<file path="config.mk">
export PLATFORM = sky130hd
export DESIGN_NAME = two_wheel_pwm_drive_controller_unit_flat
export DESIGN_NICKNAME = d
export VERILOG_FILES = /design/src/rtl/twpd_pkg.sv /design/src/rtl/twpd_stream_if.sv /design/src/rtl/two_wheel_pwm_drive_controller_unit.sv /design/src/flat_wrapper.sv
export SDC_FILE = /design/constraint.sdc
export NUM_CORES = 1
export LEC_CHECK = 0
export BUFFER_PORTS_ARGS = -buffer_cell sky130_fd_sc_hd__buf_2
export CORE_MARGIN = 1
export CORE_UTILIZATION = 54
export DETAILED_ROUTE_END_ITERATION = 8
export PLACE_DENSITY = 0.73
export REMOVE_ABC_BUFFERS = 1
export SLEW_MARGIN = 20
export SYNTH_ARGS = -nofsm -noshare
export SYNTH_HDL_FRONTEND = slang
export SYNTH_SLANG_ARGS = --single-unit
</file>
<file path="constraint.sdc">
create_clock -name clk_i -period 2.9 [get_ports clk_i]
set_input_delay 0.58 -clock clk_i [delete_from_list [all_inputs] [get_ports clk_i]]
set_output_delay 0.58 -clock clk_i [all_outputs]
set_load 0.01 [all_outputs]
</file>
<file path="src/rtl/twpd_pkg.sv">
package twpd_pkg;

  // PWM period in counter steps; duties saturate here
  localparam logic [3:0] PWM_STEPS = 4'd10;

  // Configuration port geometry
  localparam int CFG_IDX_W  = 2;
  localparam int CFG_DATA_W = 10;

  // Configuration register indexes
  localparam logic [CFG_IDX_W-1:0] CFG_PRESENT_THR = 2'd0;
  localparam logic [CFG_IDX_W-1:0] CFG_CLEAR_THR   = 2'd1;
  localparam logic [CFG_IDX_W-1:0] CFG_RAMP_TICKS  = 2'd2;
  localparam logic [CFG_IDX_W-1:0] CFG_DEF_SPEED   = 2'd3;

  // Configuration reset values
  localparam logic [9:0] PRESENT_THR_RST = 10'd560;
  localparam logic [9:0] CLEAR_THR_RST   = 10'd434;
  localparam logic [7:0] RAMP_TICKS_RST  = 8'd200;
  localparam logic [3:0] DEF_SPEED_RST   = 4'd4;

  // Remote command codes
  localparam logic [7:0] CMD_HALT     = 8'h36;
  localparam logic [7:0] CMD_SPEED_UP = 8'h29;
  localparam logic [7:0] CMD_SLOW     = 8'h37;
  localparam logic [7:0] CMD_AHEAD    = 8'h35;
  localparam logic [7:0] CMD_LEFT     = 8'h32;
  localparam logic [7:0] CMD_RIGHT    = 8'h34;
  localparam logic [7:0] CMD_BACKUP   = 8'h05;
  localparam logic [7:0] CMD_PIVOT    = 8'h09;
  localparam logic [7:0] CMD_SWAP     = 8'h01;

  // Item kinds
  localparam logic OP_TICK    = 1'b0;
  localparam logic OP_COMMAND = 1'b1;

  // Direction encodings (bit0 left reverse, bit1 right reverse)
  localparam logic [1:0] DIR_FWD  = 2'b00;
  localparam logic [1:0] DIR_REV  = 2'b11;
  localparam logic [1:0] DIR_SPIN = 2'b10;

  typedef enum logic [1:0] {
    PH_IDLE = 2'd0,
    PH_DOWN = 2'd1,
    PH_UP   = 2'd2
  } ramp_phase_e;

  typedef enum logic [2:0] {
    ACT_NONE = 3'd0,
    ACT_STOP = 3'd1,
    ACT_FWD  = 3'd2,
    ACT_REV  = 3'd3,
    ACT_SPIN = 3'd4,
    ACT_SWAP = 3'd5
  } ramp_act_e;

  typedef struct packed {
    logic       op;
    logic [9:0] adc_sample;
    logic [7:0] command_code;
  } in_item_t;

  typedef struct packed {
    logic       left_enable;
    logic       right_enable;
    logic       left_reverse;
    logic       right_reverse;
    logic [3:0] left_duty_now;
    logic [3:0] right_duty_now;
    logic       obstacle_seen;
    logic       auto_mode;
    logic       busy_res;
  } out_item_t;

  // Complete drive state
  typedef struct packed {
    logic [3:0]  left_counter;
    logic [3:0]  right_counter;
    logic [3:0]  left_duty;
    logic [3:0]  right_duty;
    logic [1:0]  direction;
    logic        mode;
    logic        obstacle;
    logic        toggle;
    ramp_phase_e phase;
    ramp_act_e   pending;
    logic [7:0]  wait_cnt;
    logic        left_en;
    logic        right_en;
  } drive_st_t;

endpackage

</file>
<file path="src/rtl/twpd_stream_if.sv">
interface twpd_stream_if #(
  parameter type payload_t = logic
);
  logic     valid;
  logic     ready;
  payload_t payload;

  modport source (output valid, output payload, input ready);
  modport sink   (input valid, input payload, output ready);
endinterface

</file>
<file path="src/rtl/two_wheel_pwm_drive_controller_unit.sv">
// Two-wheel drive controller: software PWM for both wheels, obstacle flag
// with hysteresis, remote commands with speed ramps.
// Channels: in_i carries items (op 0 = PWM tick with ADC sample, op 1 =
// remote command); out_o carries one result per item with the enables,
// directions, duties, flags and ramp busy state after that item.
// The cfg_* port writes thresholds, ramp_ticks and the cruise speed; write
// only while no item is in flight.
// An accepted item is registered in the input register, then its result in the
// result register. Throughput: one item per cycle while out_o.ready is high,
// set by the single state-update stage between the input and result registers.
// Ramps run one duty step per ramp_ticks ticks as seen in the tick stream.
// Reset: duties, counters and enables zero, both wheels forward, manual
// mode, no obstacle, no ramp; configuration registers take their default values.
// Stall: the result register holds while out_o.ready is low; one more
// request is parked in the input register, after which in_i.ready drops.
module two_wheel_pwm_drive_controller_unit
  import twpd_pkg::*;
(
  input  logic                  clk_i,
  input  logic                  rst_ni,
  twpd_stream_if.sink           in_i,
  twpd_stream_if.source         out_o,
  input  logic                  cfg_we_i,
  input  logic [CFG_IDX_W-1:0]  cfg_idx_i,
  input  logic [CFG_DATA_W-1:0] cfg_data_i
);

  // Configuration registers
  logic [9:0] present_thr_q;
  logic [9:0] clear_thr_q;
  logic [7:0] ramp_ticks_q;
  logic [3:0] def_speed_q;

  // Pipeline registers
  logic      in_valid_q;
  in_item_t  in_item_q;
  logic      out_valid_q;
  out_item_t out_item_d, out_item_q;
  drive_st_t st_q, st_d;
  logic      advance;

  // ---- helpers ----
  function automatic logic [3:0] sat_inc(input logic [3:0] d);
    sat_inc = (d < PWM_STEPS) ? d + 4'd1 : d;
  endfunction

  function automatic logic [3:0] dec0(input logic [3:0] d);
    dec0 = (d != 4'd0) ? d - 4'd1 : d;
  endfunction

  function automatic logic [7:0] wait_load(input logic [7:0] rt);
    wait_load = (rt == 8'd0) ? 8'd0 : rt - 8'd1;
  endfunction

  function automatic drive_st_t ramp_end(input drive_st_t s);
    drive_st_t r;
    r          = s;
    r.phase    = PH_IDLE;
    r.pending  = ACT_NONE;
    r.wait_cnt = 8'd0;
    ramp_end   = r;
  endfunction

  // One ramp step: down to zero, then finish or start the up-ramp
  function automatic drive_st_t ramp_step(input drive_st_t s, input logic [7:0] rt,
                                          input logic [3:0] ds);
    drive_st_t r;
    logic      go_up;
    r     = s;
    go_up = 1'b0;
    case (s.phase)
      PH_DOWN: begin
        if (s.left_duty != 4'd0 || s.right_duty != 4'd0) begin
          r.left_duty  = dec0(s.left_duty);
          r.right_duty = dec0(s.right_duty);
          r.wait_cnt   = wait_load(rt);
        end else begin
          case (s.pending)
            ACT_FWD: begin
              r.direction = DIR_FWD;
              go_up       = 1'b1;
            end
            ACT_REV: begin
              r.direction = DIR_REV;
              go_up       = 1'b1;
            end
            ACT_SPIN: begin
              r.direction = DIR_SPIN;
              go_up       = 1'b1;
            end
            ACT_SWAP: begin
              r.mode = ~s.mode;
              r      = ramp_end(r);
            end
            default: r = ramp_end(r);
          endcase
          if (go_up) begin
            r.phase      = PH_UP;
            r.left_duty  = sat_inc(4'd0);
            r.right_duty = sat_inc(4'd0);
            r.wait_cnt   = wait_load(rt);
          end
        end
      end
      PH_UP: begin
        if (s.left_duty < ds && s.left_duty < PWM_STEPS) begin
          r.left_duty  = sat_inc(s.left_duty);
          r.right_duty = sat_inc(s.right_duty);
          r.wait_cnt   = wait_load(rt);
        end else begin
          r = ramp_end(r);
        end
      end
      default: r = ramp_end(r);
    endcase
    ramp_step = r;
  endfunction

  // PWM for one wheel: {counter, enable}
  function automatic logic [4:0] pwm_wheel(input logic [3:0] duty, input logic [3:0] cnt,
                                           input logic en);
    logic [3:0] c;
    logic       e;
    c = cnt;
    e = en;
    if (duty != 4'd0) begin
      if (c >= PWM_STEPS || c == 4'd0) begin
        c = 4'd0;
        e = 1'b1;
      end else if (c >= duty) begin
        e = 1'b0;
      end
      c = c + 4'd1;
    end else begin
      c = 4'd0;
      e = 1'b0;
    end
    pwm_wheel = {c, e};
  endfunction

  // ---- handshake ----
  assign advance     = in_valid_q && (!out_valid_q || out_o.ready);
  assign in_i.ready  = !in_valid_q || advance;
  assign out_o.valid = out_valid_q;
  assign out_o.payload = out_item_q;

  // ---- state update for the registered item ----
  always_comb begin
    logic      busy;
    drive_st_t s;
    busy = (st_q.phase == PH_DOWN) || (st_q.phase == PH_UP);
    s    = st_q;
    if (in_item_q.op == OP_TICK) begin
      {s.right_counter, s.right_en} = pwm_wheel(st_q.right_duty, st_q.right_counter,
                                                st_q.right_en);
      {s.left_counter, s.left_en}   = pwm_wheel(st_q.left_duty, st_q.left_counter,
                                                st_q.left_en);
      if (in_item_q.adc_sample > present_thr_q) begin
        s.obstacle = 1'b1;
      end else if (in_item_q.adc_sample < clear_thr_q) begin
        s.obstacle = 1'b0;
      end
      if (busy) begin
        if (st_q.wait_cnt != 8'd0) begin
          s.wait_cnt = st_q.wait_cnt - 8'd1;
        end else begin
          s = ramp_step(s, ramp_ticks_q, def_speed_q);
        end
      end else begin
        s.phase = PH_IDLE;
      end
    end else if (!busy) begin
      s.toggle = ~st_q.toggle;
      if (s.toggle) begin
        case (in_item_q.command_code)
          CMD_SPEED_UP: begin
            s.left_duty  = sat_inc(st_q.left_duty);
            s.right_duty = sat_inc(st_q.right_duty);
          end
          CMD_SLOW: begin
            s.left_duty  = dec0(st_q.left_duty);
            s.right_duty = dec0(st_q.right_duty);
          end
          CMD_LEFT:  s.left_duty  = dec0(st_q.left_duty);
          CMD_RIGHT: s.right_duty = dec0(st_q.right_duty);
          CMD_HALT, CMD_AHEAD, CMD_BACKUP, CMD_PIVOT, CMD_SWAP: begin
            s.phase = PH_DOWN;
            case (in_item_q.command_code)
              CMD_HALT:   s.pending = ACT_STOP;
              CMD_AHEAD:  s.pending = ACT_FWD;
              CMD_BACKUP: s.pending = ACT_REV;
              CMD_PIVOT:  s.pending = ACT_SPIN;
              default:    s.pending = ACT_SWAP;
            endcase
            s = ramp_step(s, ramp_ticks_q, def_speed_q);
          end
          default: ;
        endcase
      end
    end
    st_d = s;

    out_item_d.left_enable    = s.left_en;
    out_item_d.right_enable   = s.right_en;
    out_item_d.left_reverse   = s.direction[0];
    out_item_d.right_reverse  = s.direction[1];
    out_item_d.left_duty_now  = s.left_duty;
    out_item_d.right_duty_now = s.right_duty;
    out_item_d.obstacle_seen  = s.obstacle;
    out_item_d.auto_mode      = s.mode;
    out_item_d.busy_res       = (s.phase == PH_DOWN) || (s.phase == PH_UP);
  end

  // ---- configuration registers ----
  always_ff @(posedge clk_i or negedge rst_ni) begin
    if (!rst_ni) begin
      present_thr_q <= PRESENT_THR_RST;
      clear_thr_q   <= CLEAR_THR_RST;
      ramp_ticks_q  <= RAMP_TICKS_RST;
      def_speed_q   <= DEF_SPEED_RST;
    end else if (cfg_we_i) begin
      case (cfg_idx_i)
        CFG_PRESENT_THR: present_thr_q <= cfg_data_i;
        CFG_CLEAR_THR:   clear_thr_q   <= cfg_data_i;
        CFG_RAMP_TICKS:  ramp_ticks_q  <= cfg_data_i[7:0];
        CFG_DEF_SPEED:   def_speed_q   <= cfg_data_i[3:0];
        default: ;
      endcase
    end
  end

  // ---- control and state registers ----
  always_ff @(posedge clk_i or negedge rst_ni) begin
    if (!rst_ni) begin
      in_valid_q  <= 1'b0;
      out_valid_q <= 1'b0;
      st_q        <= '{phase: PH_IDLE, pending: ACT_NONE, direction: DIR_FWD,
                       default: '0};
    end else begin
      if (in_i.ready) begin
        in_valid_q <= in_i.valid;
      end
      if (advance) begin
        out_valid_q <= 1'b1;
        st_q        <= st_d;
      end else if (out_o.ready) begin
        out_valid_q <= 1'b0;
      end
    end
  end

  // ---- payload registers ----
  always_ff @(posedge clk_i) begin
    if (in_i.ready && in_i.valid) begin
      in_item_q <= in_i.payload;
    end
    if (advance) begin
      out_item_q <= out_item_d;
    end
  end

endmodule

</file>
<file path="src/flat_wrapper.sv">
// flat-port wrapper written by rule: the top's interface ports become plain ports
module two_wheel_pwm_drive_controller_unit_flat import twpd_pkg::*;
  (clk_i, rst_ni, cfg_we_i, cfg_idx_i, cfg_data_i, in_i_valid, in_i_payload, in_i_ready, out_o_valid, out_o_payload, out_o_ready);
  twpd_stream_if in_i_i ();
  twpd_stream_if out_o_i ();
  input  logic clk_i;
  input  logic rst_ni;
  input  logic cfg_we_i;
  input  logic [CFG_IDX_W-1:0] cfg_idx_i;
  input  logic [CFG_DATA_W-1:0] cfg_data_i;
  input wire logic [$bits(in_i_i.valid)-1:0] in_i_valid;
  input wire logic [$bits(in_i_i.payload)-1:0] in_i_payload;
  output wire logic [$bits(in_i_i.ready)-1:0] in_i_ready;
  output wire logic [$bits(out_o_i.valid)-1:0] out_o_valid;
  output wire logic [$bits(out_o_i.payload)-1:0] out_o_payload;
  input wire logic [$bits(out_o_i.ready)-1:0] out_o_ready;
  assign in_i_i.valid = in_i_valid;
  assign in_i_i.payload = in_i_payload;
  assign in_i_ready = in_i_i.ready;
  assign out_o_valid = out_o_i.valid;
  assign out_o_payload = out_o_i.payload;
  assign out_o_i.ready = out_o_ready;
  two_wheel_pwm_drive_controller_unit u_core (.clk_i(clk_i), .rst_ni(rst_ni), .in_i(in_i_i), .out_o(out_o_i), .cfg_we_i(cfg_we_i), .cfg_idx_i(cfg_idx_i), .cfg_data_i(cfg_data_i));
endmodule
</file>
======== Yosys cells after proc, flatten, opt, wreduce, memory -nomap -nowiden ========
Cells that the tools add are included.
storage, ports and cells
  register bits after elaboration ......... 69
  bits in latches ......................... 0
  memory bits (writable) .................. 0
  ROM bits ................................ 0
  bits of input ports ..................... 18
  output and inout port bits .............. 3
  word-level logic and storage cells ...... 140
  memories ................................ 0
operators by class
  add/subtract/negate cells ............... 8
  multipliers ............................. 0
  div/mod/pow operators ................... 0
  order comparisons ....................... 9
  equal/unequal tests ..................... 22
  shifts and indexed selects .............. 0
  mux-type cells .......................... 45
  bitwise gates (word level) .............. 5
  reductions and logical operators ........ 32
operator list
  kind                                                           count
  2-to-1 mux 8 bit                                               8
  case mux 28 bit (2 select lines)                               1
  2-to-1 mux 4 bit                                               10
  case mux 18 bit (2 select lines)                               1
  AND reduction 8 bit                                            3
  adder 4 x 1 -> 4 bit, second input constant                    4
  subtractor 8 x 1 -> 8 bit, second input constant               2
  2-to-1 mux 1 bit                                               15
  2-to-1 mux 13 bit                                              1
  inequality test 2 bit, second input constant                   6
  greater-than comparator 1 x 10 -> 1 bit, first input constant  1
  less-than comparator 1 x 10 -> 1 bit, first input constant     1
  2-to-1 mux 10 bit                                              1
  2-to-1 mux 2 bit                                               5
  inequality test 3 bit, second input constant                   3
  == test 2 bit, second input constant                           4
  >= comparator 4 bit                                            2
  >= comparator 4 bit, second input constant                     2
  zero test 4 bit                                                2
  zero test 8 bit                                                1
  less-than comparator 4 bit, second input constant              2
  AND reduction 2 bit                                            4
  nonzero test 4 bit                                             2
  nonzero test 8 bit                                             1
  other kinds (19)                                               39

======== Depth between registers and ports, before layout ========
  depth in word-level cells ............... 14
  gate-level depth with buffers ........... 8

======== Worst setup path before layout ========
No wires, ideal clock.
  kind .................................... reg2reg
  start ................................... register u_core.st_q[13] (netlist bit)
  end ..................................... register u_core.st_q[8] (netlist bit)
  library setup time ...................... 0.083 ns
  arrival ................................. 2.117 ns
  required time ........................... 2.817 ns
  setup slack ............................. 0.700 ns
  stages on the path, launching flop included .. 9
  buffers on the path ..................... 1
  path through ............................ dfrtp_1 inv_1 ha_1 clkbuf_1 inv_1 nand3_1 or3_1 or4_1 o21ai_0
between the ends
  longest elaborated chain between the ends .. 4
  elaborated cells between the ends (all ways) .. 10
  those cells by class .................... eq/ne: 4; mux: 3; reduce/logical: 3
RTL lines
  item                                                                              line                                                                                   source
  start, declared                                                                   two_wheel_pwm_drive_controller_unit.sv:39                                              drive_st_t st_q, st_d;
  start signal, assigned                                                            two_wheel_pwm_drive_controller_unit.sv:237                                             st_q <= '{phase: PH_IDLE, pending: ACT_NONE, direction: DIR_FWD,
  start signal, assigned                                                            two_wheel_pwm_drive_controller_unit.sv:245                                             st_q <= st_d;
  == test 2 x 1 -> 1 bit / == test 2 bit (equally long branches)                    two_wheel_pwm_drive_controller_unit.sv:71, two_wheel_pwm_drive_controller_unit.sv:151
  logical OR 1 bit / case mux 28 bit (2 select lines) (equally long branches)       two_wheel_pwm_drive_controller_unit.sv:151, two_wheel_pwm_drive_controller_unit.sv:71
  inequality test 4 x 1 -> 1 bit (no source line), or another cell as far along     -
  AND reduction 5 bit (no source line) / 2-to-1 mux 13 bit (equally long branches)  -
Several ways; a longest one is shown, not always the timed one. The select of a mux whose other input is x is not followed.
A chain may end at the register's enable or synchronous reset.

======== Worst setup path after layout ========
  start ................................... register u_core.st_q[5] (netlist bit)
  end ..................................... register u_core.st_q[20] (netlist bit)
between the ends
  longest elaborated chain between the ends .. 3
RTL lines
  item                                  line                                        source
  nonzero test 8 bit                    two_wheel_pwm_drive_controller_unit.sv:164  if (st_q.wait_cnt != 8'd0) begin
  NOT 1 bit (no source line)            -
  AND reduction 8 bit (no source line)  -
No other way between the ends.

==> impl_metrics.csv <==
group,metric,value,unit
run_status,outcome,"finished clean",
power_and_ir_drop,p_leak,1.064,nW
placement,dp.cells,277,
global_route,grt_max_degree,33,
sta,rsz0062_at_grt,"no",
placement,post-place-ws,583.1,ps
power_and_ir_drop,total_power,1.096,mW
sta,min_period_over_period,0.8068,
sta,fin_tns_setup,0,ps
drt,drcViolationCount,0,
power_and_ir_drop,power.share.clock,0.388,
sta,hold_violations,0,
placement,place.gp.congestion,0.8225,
setup_path,timing.rr.end,"u_core.st_q[20]$_DFFE_PN0P_",
sta,max-slew-margin-rel,0.5318,
hold_path,hp-class,"in -> async",
global_route,antenna_found_initial,0,
logic_synthesis,synthMuxAreaShare,0.1304,
global_route,grt_pass1_wl,6.955,mm
setup_path,cp-endpoint,"u_core.st_q[20]$_DFFE_PN0P_",
sta,setup_violations,0,
drt,firstDrtPassIters,4,
global_route,grt_use_total,0.2184,
sta,final.setup_skew,10.52,ps
logic_synthesis,ys_dominant_reg_cell,"dfrtp_1",
logic_synthesis,async_flop_share,0.9697,
logic_synthesis,synth_fa_ha_area_frac,0.07706,
setup_path,cp.required,3070,ps
clock_tree,cts.root.buffer_cell,"clkbuf_8",
logic_synthesis,post_synth_xor_area_fraction,0.04979,
sta,max_freq,427.4,MHz
power_and_ir_drop,seqPwrFrac,0.491,
sta,period_needed,2340,ps
logic_synthesis,ys_seq_area_frac,0.3960,
clock_tree,cts_buffers,5,
clock_tree,path_clk_slew,70,ps
logic_synthesis,synth_top_family_by_area,"simple AND/OR/NAND/NOR gates",
setup_path,crit_path_end_kind,"register",
logic_synthesis,yosys_warnings,0,
power_and_ir_drop,power_switching,0.2672,mW
setup_path,critPathArrivalTime,2510,ps
power_and_ir_drop,sw_frac_of_total,0.2437,
logic_synthesis,synth-compound-area-share,0.1411,
setup_path,reg2reg_slack,560,ps
sta,finalWorstSetupSlack,560.3,ps
clock_tree,cts_max_path_buffers,2,
drt,vias,1635,
job,drv_cap,0,
clock_tree,cts_sinks,33,
cells_and_area,nets,267,
power_and_ir_drop,powerDensity,461.6,nW/um2
placement,port_buffers,17,
clock_tree,postCtsResizedCells,0,
drt,wl,3.932,mm
setup_path,critPathMaxFanout,6,
power_and_ir_drop,p_int,0.8291,mW
clock_tree,cts_tree,"done",
sta,slew_violations,0,
cells_and_area,final_area,2375,um2
die,die_height,64.52,um
setup_path,crit_start,"u_core.st_q[5]$_DFFE_PN0P_",
clock_tree,insertion_delay,290,ps
power_and_ir_drop,vdd_drop_max,0.3943,mV
setup_path,crit_path_start_kind,"register",
global_route,grt_pass1_vias,1514,
global_route,grt-ovfl-total,0,
cells_and_area,diodes,0,
logic_synthesis,ys_ff_latch,33,
setup_path,rr_startpoint,"u_core.st_q[5]$_DFFE_PN0P_",
logic_synthesis,avgSynthCellArea,9.956,um2
power_and_ir_drop,pwr-share-comb,0.121,
clock_tree,cts_htree_levels,2,
drt,viasPerCell,5.737,
die,rows,22,
logic_synthesis,yosys.area_share.simple,0.1683,
die,core,3716,um2
logic_synthesis,syn_area,2111,um2
die,die_w,64.52,um
cells_and_area,finalNonFillerCells,285,
die,start_util,0.5680,
logic_synthesis,synth_edf_count,1,
die,ioPinCount,21,
placement,place_hpwl,2.796,mm
drt,post_drt_wl_per_cell,13.80,um
drt,ant_nets,0,
placement,post_dp_cell_area,2267,um2
setup_path,reg2reg_depth,5,
setup_path,path_class,"reg -> reg",
logic_synthesis,synth_top_area_frac,0.3320,
cells_and_area,syn_to_final_growth,12.51,%
logic_synthesis,synthCells,212,
clock_tree,holdBufCountCts,0,
die,die_area,4163,um2
drt,drtIter0Drc,74,
logic_synthesis,yosysTopAreaCell,"dfrtp_1",
logic_synthesis,synth_cell_types,45,
logic_synthesis,synthTopCellsByArea,"dfrtp_1 33%, mux2_2 11%, ha_1 7.7%, dfstp_2 5.0%, nor2_1 3.4%",
clock_tree,postCtsSetupRepairBufs,0,
cells_and_area,drive_gt1_frac,0.2405,
sta,worst_pin_slew,702.3,ps
==> cell usage after synthesis, types with 2 or more instances <==
cell      number
a21oi_1       12
a22oi_1        3
a31oi_1        2
and2_1         2
clkbuf_1       3
dfrtp_1       28
dfstp_2        4
ha_1          13
inv_1         18
mux2_2        20
mux2i_1        5
nand2_1        6
nand2b_1       6
nand3_1        7
nand3b_1       2
nor2_1        19
nor3_1         8
nor3b_1        2
nor4_1         4
o21a_1         3
o21ai_0        5
o31ai_1        5
or3_1          2
or4_1          2
xnor2_1        6
xor2_1         6
==> worst min-delay path by stage <==
| stage | to | cells after the start |
|---|---|---|
| floorplan | u_core.def_speed_q[0]$_DFFE_PN0P_ | 0 |
| global placement | u_core.def_speed_q[1]$_DFFE_PN0P_ | 1 |
| detailed placement | u_core.def_speed_q[1]$_DFFE_PN0P_ | 1 |
| CTS | u_core.st_q[21]$_DFFE_PN0P_ | 1 |
| global route | u_core.st_q[21]$_DFFE_PN0P_ | 1 |
| finish | u_core.st_q[21]$_DFFE_PN0P_ | 1 |
==> layout make-up <==
class	instances	area, um2
clock buffers	6	72.57
flip-flops and latches	33	835.8
repair buffers	20	107.6
well taps	48	60.06
multi-input cells	158	1196
inverters	18	67.56
fillers	324	1341
clock inverters	2	35.03
==> logic make-up (layout without fill, tap and decap cells) <==
logic type	count (synthesis)	count (layout)
flip-flops	33	33
AO/OA/AOI/OAI	43	43
multiplexers	25	25
adder cells (fa/ha/maj)	13	13
AND/OR/NAND/NOR	65	65
buffers and inverters	21	46
XOR/XNOR	12	12
==> metal layers <==
layer | up-vias | part of all wire | global-route usage
met4 | 0 | 0.0094 | 0.07500
met2 | 32 | 0.46 | 0.3316
met5 | - | 0 | 0
met3 | 5 | 0.037 | 0.05282
li1 | 817 | - | -
met1 | 781 | 0.49 | 0.3039
==> power groups by stage <==
stage / logic [mW] / registers (mW) / clock network, mW
after global routing: 0.152 / 0.544 / 0.452
after global placement: 0.130 / 0.544 / 0
after detailed placement: 0.135 / 0.547 / 0
after CTS: 0.136 / 0.538 / 0.435
after floorplan: 0.0961 / 0.538 / 0
final: 0.133 / 0.538 / 0.425
==> worst max-delay path, stage by stage, from the launching register on <==
cell and delay [ps]:
dfrtp_1 430, or4_4 570, or3_4 420, nor3_4 240
nand3_1 220, mux2_2 340
==> state kept, by name, summed over array words and instances, names as in the netlist <==
signal / cells
u_core.def_speed_q: 4
u_core.in_valid_q: 1
u_core.out_o.payload: 1
u_core.out_o.valid: 1
u_core.ramp_ticks_q: 8
u_core.st_q: 18
==> stage by stage <==
step / hold slack [ps] / util
after global placement: 492.8 / 0.6101
after detailed placement: 497.4 / 0.6101
final: 333.5 / 0.6391
after floorplan: 284.4 / -
after global routing: 413.9 / 0.6391
after CTS: 366.0 / 0.6391
==> placed cells by master (no fill, tap or decap), types with 2 or more instances in the layout <==
| master | instances |
|---|---|
| nand2_1 | 6 |
| inv_1 | 18 |
| o21ai_0 | 5 |
| or3_1 | 2 |
| xor2_1 | 6 |
| ha_1 | 13 |
| dfstp_2 | 4 |
| nor3b_1 | 2 |
| a22oi_1 | 3 |
| a31oi_1 | 2 |
| a21oi_1 | 12 |
| nor4_1 | 4 |
| o31ai_1 | 5 |
| mux2i_1 | 5 |
| clkbuf_8 | 5 |
| buf_4 | 3 |
| nor3_1 | 8 |
| and2_1 | 2 |
| nand3_1 | 7 |
| or4_1 | 2 |
| buf_2 | 17 |
| nor2_1 | 19 |
| o21a_1 | 3 |
| nand2b_1 | 6 |
| dfrtp_1 | 28 |
| xnor2_1 | 6 |
| nand3b_1 | 2 |
| mux2_2 | 20 |
(Power assumes the default switching activity.)
